==> src/hw/rtl/cct_pkg.sv <==
`timescale 1ns / 1ps
// Shared types, constants and arithmetic helpers of the cubic curve tessellator.
// Used by cct_ctrl, cct_datapath and the top level; depends on nothing.
package cct_pkg;

   localparam int MAX_SAMPLES = 16;
   localparam int SAMP_W      = 5;
   localparam int CNT_W       = 16;
   localparam int COORD_W     = 32;
   localparam int WGT_W       = 17;
   localparam int ACC_W       = 52;
   localparam int QUO_BITS    = 34;
   localparam int DEN_W       = 15;
   localparam int REM_W       = 16;
   localparam int CSR_DATA_W  = 5;
   localparam int CSR_IDX_W   = 2;
   localparam int DCNT_W      = 6;

   localparam logic [CSR_IDX_W-1:0] CSR_BASIS    = 2'd0;
   localparam logic [CSR_IDX_W-1:0] CSR_PERIODIC = 2'd1;
   localparam logic [CSR_IDX_W-1:0] CSR_SAMPLES  = 2'd2;
   localparam logic [CSR_IDX_W-1:0] CSR_WIDTH    = 2'd3;

   typedef enum logic [1:0] {
      BASIS_LINEAR   = 2'd0,
      BASIS_BSPLINE  = 2'd1,
      BASIS_CATMULL  = 2'd2,
      BASIS_BEZIER   = 2'd3
   } basis_type;

   typedef enum logic [2:0] {
      ST_IDLE,
      ST_WGT,
      ST_MAC,
      ST_PREP,
      ST_DIV,
      ST_OUT
   } state_type;

   typedef enum logic [1:0] {
      IK_NONE,
      IK_ERR,
      IK_PASS,
      IK_CUBIC
   } item_kind_type;

   typedef enum logic [1:0] {
      OUT_SAMPLE,
      OUT_PASS,
      OUT_ERR
   } out_sel_type;

   typedef logic signed [WGT_W-1:0] wgt_type;
   typedef wgt_type [3:0] wgt_set_type;

   typedef struct packed {
      logic              take;
      logic              wgt_load;
      logic              mac_en;
      logic [1:0]        mac_j;
      logic [1:0]        seg_o;
      logic [SAMP_W-1:0] k;
      logic              div_init;
      logic              div_step;
      logic              out_load;
      out_sel_type       out_sel;
      logic              out_curve_end;
      logic              out_run_last;
   } dp_cmd_type;

   typedef struct packed {
      item_kind_type     kind;
      logic [3:0]        seg_mask;
      logic              close;
      logic              last;
      logic [SAMP_W-1:0] s;
   } dp_status_type;

   // Residue modulo 3 of a 16-bit count; base-4 digits each weigh 1 modulo 3.
   function automatic logic [1:0] mod3_16(input logic [CNT_W-1:0] v);
      logic [4:0] sum;
      logic [2:0] sum2;
      logic [1:0] res;
      sum = '0;
      for (int d = 0; d < 8; d++) begin
         sum = sum + 5'(v[2*d +: 2]);
      end
      sum2 = 3'(sum[1:0]) + 3'(sum[3:2]) + 3'(sum[4]);
      if (sum2 >= 3'd6) begin
         res = 2'(sum2 - 3'd6);
      end else if (sum2 >= 3'd3) begin
         res = 2'(sum2 - 3'd3);
      end else begin
         res = sum2[1:0];
      end
      return res;
   endfunction

   // Common denominator 6*S^3 of all basis weights.
   function automatic logic [DEN_W-1:0] den(input logic [SAMP_W-1:0] s);
      logic [14:0] s3;
      s3 = 15'(s) * 15'(s) * 15'(s);
      return DEN_W'(s3 * 15'd6);
   endfunction

   // Integer basis weights of sample k out of s, all over 6*s^3.
   function automatic wgt_set_type weights(input basis_type b, input logic [SAMP_W-1:0] k,
                                           input logic [SAMP_W-1:0] s);
      logic signed [19:0] kk, ss, u, k2, k3, s2, s3, c0, c1, c2, c3;
      wgt_set_type r;
      kk = signed'(20'(k));
      ss = signed'(20'(s));
      u  = ss - kk;
      k2 = kk * kk;
      k3 = k2 * kk;
      s2 = ss * ss;
      s3 = s2 * ss;
      unique case (b)
         BASIS_BSPLINE: begin
            c0 = u * u * u;
            c1 = 20'(3 * k3) - 20'(6 * k2 * ss) + 20'(4 * s3);
            c2 = 20'(-3 * k3) + 20'(3 * k2 * ss) + 20'(3 * kk * s2) + s3;
            c3 = k3;
         end
         BASIS_CATMULL: begin
            c0 = 20'(3 * (-k3 + 20'(2 * k2 * ss) - kk * s2));
            c1 = 20'(3 * (20'(3 * k3) - 20'(5 * k2 * ss) + 20'(2 * s3)));
            c2 = 20'(3 * (20'(-3 * k3) + 20'(4 * k2 * ss) + kk * s2));
            c3 = 20'(3 * (k3 - k2 * ss));
         end
         default: begin
            c0 = 20'(6 * u * u * u);
            c1 = 20'(18 * kk * u * u);
            c2 = 20'(18 * k2 * u);
            c3 = 20'(6 * k3);
         end
      endcase
      r[0] = WGT_W'(c0);
      r[1] = WGT_W'(c1);
      r[2] = WGT_W'(c2);
      r[3] = WGT_W'(c3);
      return r;
   endfunction

endpackage

==> src/hw/rtl/cct_ctrl.sv <==
`timescale 1ns / 1ps
// Sequencer of the cubic curve tessellator: item plan, segment and sample walk.
// Depends on cct_pkg; drives the datapath through dp_cmd_type.
module cct_ctrl (
   input  logic                  clock,
   input  logic                  reset,
   input  logic                  req_valid,
   output logic                  req_ready,
   output logic                  rsp_valid,
   input  logic                  rsp_ready,
   input  cct_pkg::dp_status_type status_i,
   output cct_pkg::dp_cmd_type   cmd_o
);

   cct_pkg::state_type             state_ff, state_in;
   cct_pkg::item_kind_type         kind_ff, kind_in;
   logic [3:0]                     mask_ff, mask_in;
   logic                           close_ff, close_in;
   logic                           last_ff, last_in;
   logic [1:0]                     o_ff, o_in;
   logic [cct_pkg::SAMP_W-1:0]     k_ff, k_in;
   logic [1:0]                     j_ff, j_in;
   logic [cct_pkg::DCNT_W-1:0]     dcnt_ff, dcnt_in;
   logic                           rsp_valid_ff, rsp_valid_in;
   logic [cct_pkg::SAMP_W-1:0]     kmax;
   logic [3:0]                     mask_rem;

   function automatic logic [1:0] lsb4(input logic [3:0] m);
      logic [1:0] r;
      priority if (m[0]) r = 2'd0;
      else if (m[1])     r = 2'd1;
      else if (m[2])     r = 2'd2;
      else               r = 2'd3;
      return r;
   endfunction

   always_ff @(posedge clock) begin
      if (reset) begin
         state_ff     <= cct_pkg::ST_IDLE;
         kind_ff      <= cct_pkg::IK_NONE;
         mask_ff      <= '0;
         close_ff     <= 1'b0;
         last_ff      <= 1'b0;
         o_ff         <= '0;
         k_ff         <= '0;
         j_ff         <= '0;
         dcnt_ff      <= '0;
         rsp_valid_ff <= 1'b0;
      end else begin
         state_ff     <= state_in;
         kind_ff      <= kind_in;
         mask_ff      <= mask_in;
         close_ff     <= close_in;
         last_ff      <= last_in;
         o_ff         <= o_in;
         k_ff         <= k_in;
         j_ff         <= j_in;
         dcnt_ff      <= dcnt_in;
         rsp_valid_ff <= rsp_valid_in;
      end
   end

   always_comb begin
      state_in  = state_ff;
      kind_in   = kind_ff;
      mask_in   = mask_ff;
      close_in  = close_ff;
      last_in   = last_ff;
      o_in      = o_ff;
      k_in      = k_ff;
      j_in      = j_ff;
      dcnt_in   = dcnt_ff;
      req_ready = 1'b0;
      cmd_o     = '0;
      cmd_o.mac_j = j_ff;
      cmd_o.seg_o = o_ff;
      cmd_o.k     = k_ff;
      // The closing sample only belongs to the ordinary segment of a curve's last point.
      kmax      = (close_ff && (o_ff == 2'd0)) ? status_i.s : status_i.s - 5'd1;
      mask_rem  = mask_ff & ~(4'b0001 << o_ff);

      unique case (state_ff)
         cct_pkg::ST_IDLE: begin
            req_ready = 1'b1;
            if (req_valid) begin
               cmd_o.take = 1'b1;
               kind_in  = status_i.kind;
               mask_in  = status_i.seg_mask;
               close_in = status_i.close;
               last_in  = status_i.last;
               o_in     = lsb4(status_i.seg_mask);
               k_in     = '0;
               if (status_i.kind == cct_pkg::IK_ERR || status_i.kind == cct_pkg::IK_PASS) begin
                  state_in = cct_pkg::ST_OUT;
               end else if (status_i.kind == cct_pkg::IK_CUBIC && status_i.seg_mask != 4'd0) begin
                  state_in = cct_pkg::ST_WGT;
               end
            end
         end
         cct_pkg::ST_WGT: begin
            cmd_o.wgt_load = 1'b1;
            j_in     = '0;
            state_in = cct_pkg::ST_MAC;
         end
         cct_pkg::ST_MAC: begin
            cmd_o.mac_en = 1'b1;
            j_in = j_ff + 2'd1;
            if (j_ff == 2'd3) begin
               state_in = cct_pkg::ST_PREP;
            end
         end
         cct_pkg::ST_PREP: begin
            cmd_o.div_init = 1'b1;
            dcnt_in  = '0;
            state_in = cct_pkg::ST_DIV;
         end
         cct_pkg::ST_DIV: begin
            cmd_o.div_step = 1'b1;
            dcnt_in = dcnt_ff + 6'd1;
            if (dcnt_ff == 6'(cct_pkg::QUO_BITS - 1)) begin
               state_in = cct_pkg::ST_OUT;
            end
         end
         cct_pkg::ST_OUT: begin
            if (!rsp_valid_ff || rsp_ready) begin
               cmd_o.out_load = 1'b1;
               if (kind_ff != cct_pkg::IK_CUBIC) begin
                  cmd_o.out_sel = (kind_ff == cct_pkg::IK_ERR) ? cct_pkg::OUT_ERR
                                                               : cct_pkg::OUT_PASS;
                  cmd_o.out_run_last  = 1'b1;
                  cmd_o.out_curve_end = (kind_ff == cct_pkg::IK_PASS) && last_ff;
                  state_in = cct_pkg::ST_IDLE;
               end else begin
                  cmd_o.out_sel = cct_pkg::OUT_SAMPLE;
                  state_in = cct_pkg::ST_WGT;
                  if (k_ff == kmax) begin
                     k_in    = '0;
                     mask_in = mask_rem;
                     o_in    = lsb4(mask_rem);
                     if (mask_rem == 4'd0) begin
                        cmd_o.out_run_last  = 1'b1;
                        cmd_o.out_curve_end = last_ff;
                        state_in = cct_pkg::ST_IDLE;
                     end
                  end else begin
                     k_in = k_ff + 5'd1;
                  end
               end
            end
         end
         default: begin
            state_in = cct_pkg::ST_IDLE;
         end
      endcase

      if (cmd_o.out_load) begin
         rsp_valid_in = 1'b1;
      end else if (rsp_ready) begin
         rsp_valid_in = 1'b0;
      end else begin
         rsp_valid_in = rsp_valid_ff;
      end
   end

   assign rsp_valid = rsp_valid_ff;

endmodule

==> config.mk <==
export PLATFORM = sky130hd
export DESIGN_NAME = cct_ctrl
export DESIGN_NICKNAME = d
export VERILOG_FILES = /design/src/hw/rtl/cct_pkg.sv /design/src/hw/rtl/cct_ctrl.sv
export SDC_FILE = /design/constraint.sdc
export NUM_CORES = 1
export LEC_CHECK = 0
export ABC_AREA = 1
export BUFFER_PORTS_ARGS = -buffer_cell sky130_fd_sc_hd__clkbuf_2
export CAP_MARGIN = 20
export CORE_UTILIZATION = 45
export CTS_CLUSTER_DIAMETER = 120
export DETAILED_ROUTE_END_ITERATION = 12
export GPL_ROUTABILITY_DRIVEN = 0
export PLACE_DENSITY = 0.73
export RECOVER_POWER = 50
export SYNTH_ARGS = -nofsm -noshare
export SYNTH_HDL_FRONTEND = slang
export SYNTH_SLANG_ARGS = --single-unit
==> constraint.sdc <==
create_clock -name clock -period 3.6 [get_ports clock]
set_input_delay 0.36 -clock clock [delete_from_list [all_inputs] [get_ports clock]]
set_output_delay 0.36 -clock clock [all_outputs]
set_load 0.005 [all_outputs]
Yosys cells after proc, flatten, opt, wreduce, memory -nomap -nowiden:

Index checks and enable logic that the tools add are counted.

* output and inout port bits: 21
* logic and storage cells: 105
* flip-flop bits (word level): 27
* input bits: 17

* multiplexer cells: 49
* equality and inequality tests: 21
* shift operators: 1
* bitwise operators: 2
* add/sub/neg operators: 4
* reduce and logical (&&, ||, !) cells: 18

Operators by type and width (number)
* $mux W5: 7
* $mux W2: 11
* $mux W4: 5
* $mux W3: 6
* $pmux W3 S6: 1
* $mux W1: 14
* $ne A2 B2 Y1 const B: 7
* $pmux W6 S2: 1
* $pmux W5 S2: 1
* $reduce_and A5 Y1: 2
* $eq A2 B2 Y1 const B: 4
* $pmux W2 S2: 2
* $pmux W4 S2: 1
* $reduce_bool A2 Y1: 4
* $add A6 B1 Y6 const B: 1
* $eq A3 B2 Y1 const B: 2
* $eq A3 B3 Y1 const B: 2
* $eq A6 B6 Y1 const B: 1
* $add A5 B1 Y5 const B: 1
* $eq A5 B5 Y1: 1
* $sub A5 B1 Y5 const B: 1
* $and A4 B4 Y4: 1
* $eq A2 B1 Y1 const B: 2
* $logic_not A4 Y1: 1
* other kinds (13): 16

Longest topological paths before layout:

Gate-level depths: netlist of run 1.

* depth in word-level cells: 10
* depth in mapped cells: 14
* gate-level depth less buffers: 14

Worst setup path before layout of run 1:

No wires, ideal clock.

* path kind: input-to-output
* from: in status_i[0] (netlist name)
* to: out cmd_o[0] (netlist name)
* path slack: 1994 ps
* cell stages on the path: 9
* required time: 3240 ps
* arrival time: 1246 ps
* cells stage by stage: inv_2 ha_1 nand2_1 nand3_1 nand2_1 nand2_1 nor2_2 nand3_1 a21oi_1

RTL lines
* from (decl): RTL line cct_ctrl.sv:11 `input cct_pkg::dp_status_type status_i,`
* to (decl): RTL line cct_ctrl.sv:12 `output cct_pkg::dp_cmd_type cmd_o`

==> metrics.csv, run 1 <==
stage;metric;value;unit
synthesis;synth warn;0;
synthesis;Post-Syn Area;1690;µm²
floorplan;# IOs;38;
grt;number of global-route vias before repair;1540;
synthesis;count leader, synth;nand2_1;
power;Pint;0.000632;W
sta;Pins Over Slew Limit;0;
sta;Setup TNS Final;0;ns
layout;area grow syn2layout;14.3;%
power;VDD IR max;302;µV
floorplan;initial core utilization;48.6;%
sta;final setup violating endpoints;0;
layout;antenna diode count;0;
critical_path;CP endpoint;cmd_o[1];
clock_tree;clock sink count;27;
placement;I/O Buffers;37;
synthesis;leading cell types by total area after synthesis;dfxtp_1 (32%), nand2_1 (8.9%), inv_1 (8.7%), nor2_1 (7.1%), a21oi_1 (6.5%);
sta;Final period util;59.4;%
run;Max Cap Violations;0;
clock_tree;clk root buf;clkbuf_8;
grt;remaining global-route overflow;0;
clock_tree;number of CTS-inserted buffers;3;
critical_path;crit path launch type;register;
power;combinational power share;46.6;%
synthesis;Yosys reg bits;27;
layout;Core Util, Final;55.5;%
detailed_routing;number of routed nets with antenna violations;0;
clock_tree;setup bufs post-CTS;0;
synthesis;Syn Inst Count;251;
sta;FMAX;0.468;GHz
synthesis;EDFF count, synth;0;
synthesis;Post-synth ARST share;0;%
power;Sw Ratio;45.0;%
critical_path;Worst setup EP type;output pin;
power;switching power;0.000517;W
critical_path;Crit Path Category;register to output pin;
power;leakage;0.916;nW
detailed_routing;Via Count;1678;
floorplan;num rows;21;
critical_path;Crit Path Max Fanout;6;
layout;layout cells sized above 1;20.6;%
synthesis;cell type with the highest aggregate area in the netlist;dfxtp_1;
worst_hold_path;hold_sp;status_i[5];
detailed_routing;Pre-antenna DRT Iters;4;
synthesis;sequential area share after synthesis;32.1;%
clock_tree;buffers from clock root to sink, at most;2;
synthesis;Synth Area per Inst;6.71;µm²
power;Clock Power Share;15.3;%
grt;gr usage total;19.6;%
critical_path;worst reg2reg startpoint;state_ff[2]$_SDFFE_PP0P_;
sta;final hold vios;0;
sta;RSZ-0062 raised after global routing;false;
floorplan;Die Y;63.2;µm
grt;initial antenna violation count;0;
critical_path;CP required;3.24;ns
grt;first-pass GRT wire length;6350;µm
clock_tree;H-tree levels;1;
sta;Tightest Pin Transition;0.397;ns
sta;Slew headroom;73.3;%
placement;dpl hpwl;2910;µm
synthesis;syn nets;274;
critical_path;Arr. time, crit path;1.78;ns
layout;fillers;368;
power;Reg power frac;38.1;%
synthesis;synth cell count leaders;nand2_1 (40), inv_1 (39), nor2_1 (32);
detailed_routing;Routed wire per std cell;11.2;µm
synthesis;post-synth cell types;36;
power;pwr dens;597;nW/µm²
sta;Final min period;2.14;ns
clock_tree;CTS tree;yes;
layout;nets@finish;311;
critical_path;FF-to-FF path depth;9;
detailed_routing;Routed Wire Length;3740;µm
sta;skew final;0.00113;ns
critical_path;reg2reg setup slack;1.65;ns
detailed_routing;vias per cell;5.04;
clock_tree;post-cts sizing count;0;
grt;largest net degree at the start of global routing;17;
critical_path;worst reg2reg path endpoint;mask_ff[1]$_SDFFE_PP0P_;
clock_tree;CTS clk-pin slew, worst paths;0.09;ns
clock_tree;hold buffer count at cts;0;
floorplan;CORE AREA;3470;µm²
worst_hold_path;Min-Delay Path Class;input port to register;
synthesis;top-area cell type share of the netlist area;32.1;%
floorplan;Die Area;3990;µm²
detailed_routing;DRC violations left;0;
floorplan;die width;63.2;µm
clock_tree;worst-skew pair later-pin latency;0.27;ns
outcome;status;finished clean;
critical_path;worst setup path startpoint;o_ff[1]$_SDFFE_PP0P_;
synthesis;leading register cell type out of synthesis;dfxtp_1;
detailed_routing;First DRT Iteration DRCs;77;
state kept, by name, summed over array words and instances (netlist names):
name and cells:
last_ff 1, j_ff 2, state_ff 3, kind_ff 2
o_ff 2, k_ff 5, rsp_valid 1, close_ff 1
mask_ff 4, dcnt_ff 6
cells by family (layout without fill, tap and decap cells):
kind of cell / after synthesis / after routing / synth area share [%]
buffers and inverters: 50 / 86 / 11.6
AO/OA/AOI/OAI: 55 / 55 / 18.9
XOR/XNOR: 2 / 2 / 1.04
adder cells (fa/ha/maj): 6 / 6 / 4.45
flip-flops: 27 / 27 / 32.1
AND/OR/NAND/NOR: 111 / 111 / 31.9
stage by stage:
step | total power [W] | hold slack (ns) | setup slack [ns] | area, µm² | instances
finish | 0.00115 | 0.307 | 1.46 | 1930 | 333
global route | 0.00125 | 0.315 | 1.27 | 1930 | 333
CTS | 0.00118 | 0.306 | 1.44 | 1950 | 333
detailed placement | 0.00100 | 0.467 | 1.65 | 1900 | 329
global placement | 0.000996 | 0.462 | 1.69 | 1900 | 329
floorplan | 0.000860 | 0.447 | 1.99 | 1690 | 251
layer usage:
metal | wire length (µm) | part of all wire [%] | global-route usage (%) | vias to the layer above
met1 | 1690 | 45 | 23.9 | 751
li1 | - | - | - | 889
met4 | 27 | 0.72 | 5.97 | 0
met3 | 157 | 4.2 | 3.26 | 2
met2 | 1870 | 50 | 34.9 | 36
met5 | 0 | 0 | 0 | -
how the worst min path moves through the flow:
stage | to | slack (ns) | cells after the start
after floorplan | mask_ff[0]$_SDFFE_PP0P_ | 0.45 | 2
after global placement | dcnt_ff[5]$_SDFFE_PP0N_ | 0.46 | 2
after detailed placement | mask_ff[0]$_SDFFE_PP0P_ | 0.47 | 2
after CTS | last_ff$_SDFFE_PP0P_ | 0.31 | 3
after global routing | close_ff$_SDFFE_PP0P_ | 0.31 | 3
final | last_ff$_SDFFE_PP0P_ | 0.31 | 3
worst max-delay path, stage by stage, from the launching register on:
cell,delay [ns]
dfxtp_1,0.46
inv_1,0.09
o21ai_0,0.28
nor3b_1,0.22
nand3_1,0.17
a21oi_1,0.16
clkbuf_2,0.13
power groups by stage:
stage	clock network, W	registers, W	logic, W
final	0.000175	0.000438	0.000535
after global routing	0.000190	0.000449	0.000611
after CTS	0.000183	0.000446	0.000555
after detailed placement	0	0.000453	0.000551
after global placement	0	0.000448	0.000547
after floorplan	0	0.000427	0.000433
layout make-up:
| type | instances | area [µm²] | area share, % |
|---|---|---|---|
| flip-flops and latches | 27 | 541 | 28.1 |
| repair buffers | 37 | 185 | 9.62 |
| clock inverters | 1 | 7.51 | 0.390 |
| multi-input cells | 174 | 922 | 47.9 |
| clock buffers | 3 | 41.3 | 2.14 |
| well taps | 46 | 57.6 | 2.99 |
| inverters | 45 | 171 | 8.90 |
cell usage in the layout (no fill, tap or decap):
cell type and n:
a211oi_1 2, a21boi_0 1, a21boi_1 1, a21oi_1 22, a21oi_2 3, a41oi_1 1, and2_1 1, clkbuf_2 37
clkbuf_8 3, clkinv_1 1, clkinvlp_4 1, dfxtp_1 27, ha_1 6, inv_1 39, inv_2 4, inv_4 1
nand2_1 40, nand2_2 2, nand2_4 2, nand3_1 15, nand4_1 4, nor2_1 36, nor2_2 1, nor2_4 1
nor3_1 6, nor3_4 1, nor3b_1 1, nor4_2 1, o211a_1 1, o21ai_0 12, o21ai_1 7, o21ai_2 1
o221a_2 1, o22ai_1 3, xnor2_1 1, xor2_1 1
Power figures use the tool's default switching activity.
==> inputs of run 2 (changes only) <==
clock period = 2.05 ns   (was 3.6 ns; I/O delays follow)
==> run 2 against run 1 <==
Sequential power increased by 77%. Clock power increased by 77%. Flip-flop and latch count unchanged. Global-route usage decreased by 1.1 points. Combinational power increased by 82%. First-iteration DRC count decreased by 3.9%. Count of clock-buffer cells in the layout unchanged. Sequential share of layout area decreased by 0.42 points. Non-clock buffer count unchanged. Worst setup slack got worse by 1.4 ns.
==> metrics.csv, run 2 (synthesized netlist as in run 1, its figures left out) <==
stage;metric;value;unit
outcome;status;finished clean;
clock_tree;clk root buf;clkbuf_8;
floorplan;# IOs;38;
layout;leading cell type in the layout, fill and taps excluded;nand2_1;
floorplan;Die Y;63.2;µm
sta;Final period util;95.0;%
layout;nets@finish;311;
worst_hold_path;hold_sp;status_i[5];
grt;remaining global-route overflow;0;
critical_path;worst reg2reg path endpoint;state_ff[2]$_SDFFE_PP0P_;
sta;final hold vios;0;
critical_path;Worst setup EP type;output pin;
clock_tree;CTS tree;yes;
clock_tree;buffers from clock root to sink, at most;2;
sta;Pins Over Slew Limit;0;
grt;largest net degree at the start of global routing;17;
sta;Final min period;1.95;ns
sta;Setup TNS Final;0;ns
grt;initial antenna violation count;0;
detailed_routing;vias per cell;5.00;
critical_path;Crit Path Max Fanout;6;
detailed_routing;First DRT Iteration DRCs;74;
critical_path;Arr. time, crit path;1.74;ns
sta;final setup violating endpoints;0;
layout;max reg flops;6;
floorplan;initial core utilization;48.6;%
critical_path;crit path launch type;register;
clock_tree;number of CTS-inserted buffers;3;
detailed_routing;Pre-antenna DRT Iters;4;
clock_tree;clock sink count;27;
floorplan;Die Area;3990;µm²
critical_path;Cell Chain, Critical Path;inv_1 > o21ai_1 > nor3b_1 > nand3_2 > a21oi_1 > clkbuf_2;
worst_hold_path;hold depth;3;
layout;fillers;359;
sta;skew final;0.00615;ns
sta;Slew headroom;73.7;%
critical_path;reg2reg setup slack;0.32;ns
critical_path;CP required;1.85;ns
power;pwr dens;1050;nW/µm²
power;leakage;0.919;nW
critical_path;max incr delay on CP;0.47;ns
detailed_routing;Routed wire per std cell;10.9;µm
detailed_routing;Via Count;1665;
grt;gr usage total;18.6;%
worst_hold_path;Min-Delay Path Class;input port to register;
sta;Tightest Pin Transition;0.392;ns
layout;Largest Register;dcnt_ff;
layout;area grow syn2layout;16.3;%
detailed_routing;Routed Wire Length;3620;µm
clock_tree;setup bufs post-CTS;0;
critical_path;Slowest cell on crit path;dfxtp_1;
power;VDD IR max;622;µV
placement;DP Area;1900;µm²
layout;Largest regs;dcnt_ff (6), k_ff (5), mask_ff (4);
grt;number of global-route vias before repair;1412;
clock_tree;worst-skew pair later-pin latency;0.28;ns
clock_tree;H-tree levels;1;
floorplan;CORE AREA;3470;µm²
detailed_routing;DRC violations left;0;
grt;first-pass GRT wire length;5930;µm
critical_path;Crit Path Category;register to output pin;
clock_tree;CTS clk-pin slew, worst paths;0.09;ns
layout;layout cells sized above 1;23.0;%
floorplan;die width;63.2;µm
layout;antenna diode count;0;
layout;Final Cell Area;1960;µm²
layout;most frequent cells in the layout;nand2_1 (40), inv_1 (39), clkbuf_2 (36), nor2_1 (33), dfxtp_1 (26);
sta;FMAX;0.514;GHz
placement;I/O Buffers;37;
critical_path;worst reg2reg startpoint;state_ff[2]$_SDFFE_PP0P_;
critical_path;FF-to-FF path depth;9;
placement;dpl hpwl;2850;µm
worst_hold_path;Hold EP;last_ff$_SDFFE_PP0P_;
run;Max Cap Violations;0;
floorplan;num rows;21;
detailed_routing;number of routed nets with antenna violations;0;
==> run 2: per-stage QoR <==
stage	setup slack, ns	total power, W	hold WS, ns	std cells	util, %
floorplan	0.577	0.00151	0.340	251	-
global placement	0.319	0.00174	0.430	329	54.9
detailed placement	0.348	0.00175	0.440	329	54.9
CTS	0.0428	0.00207	0.162	333	56.3
global route	-0.0135	0.00225	0.165	333	56.5
finish	0.103	0.00206	0.161	333	56.5
==> run 2: layout make-up <==
cell class                      count  area (µm²)  share of cell area (%)
Clock buffer                        3        41.3                    2.11
Multi-Input combinational cell    174         956                    48.8
Inverter                           45         171                    8.75
Clock inverter                      1        7.51                   0.383
Timing Repair Buffer               37         184                    9.39
Tap cell                           46        57.6                    2.94
Sequential cell                    27         542                    27.7
==> run 2: worst max path at each step <==
stage                              start                       to  depth (start not counted)
floorplan           o_ff[0]$_SDFFE_PP0P_  mask_ff[1]$_SDFFE_PP0P_                         12
global placement    o_ff[1]$_SDFFE_PP0P_                 cmd_o[1]                          6
detailed placement  o_ff[1]$_SDFFE_PP0P_                 cmd_o[0]                          6
CTS                 o_ff[1]$_SDFFE_PP0P_                 cmd_o[0]                          6
global route        k_ff[0]$_SDFFE_PP0P_                 cmd_o[0]                         10
finish              o_ff[1]$_SDFFE_PP0P_                 cmd_o[1]                          6
==> run 2: where the power goes <==
group | internal [W] | switching [W]
registers | 0.000644 | 0.000132
clock network | 0.000138 | 0.000171
logic | 0.000345 | 0.000629
total | 0.00113 | 0.000932
==> run 2: metal layers <==
metal,GRT usage [%],share of wire (%),vias up
met5,0,0,-
li1,-,-,886
met4,5.68,1.5,0
met3,4.53,4.0,8
met2,30.4,47,35
met1,23.9,47,736
==> run 2: worst max-delay path: cells and delay by family (launching register included) <==
family / cells / cell delay (ns)
simple gates: 2 / 0.43
compound gates: 2 / 0.37
flops: 1 / 0.47
buf+inv: 2 / 0.22
==> run 2: timing repair <==
action / in CTS / in global routing
hold buffers: 0 / 0
endpoints found under the setup margin: 0 / 2
gates resized for setup: 0 / 5
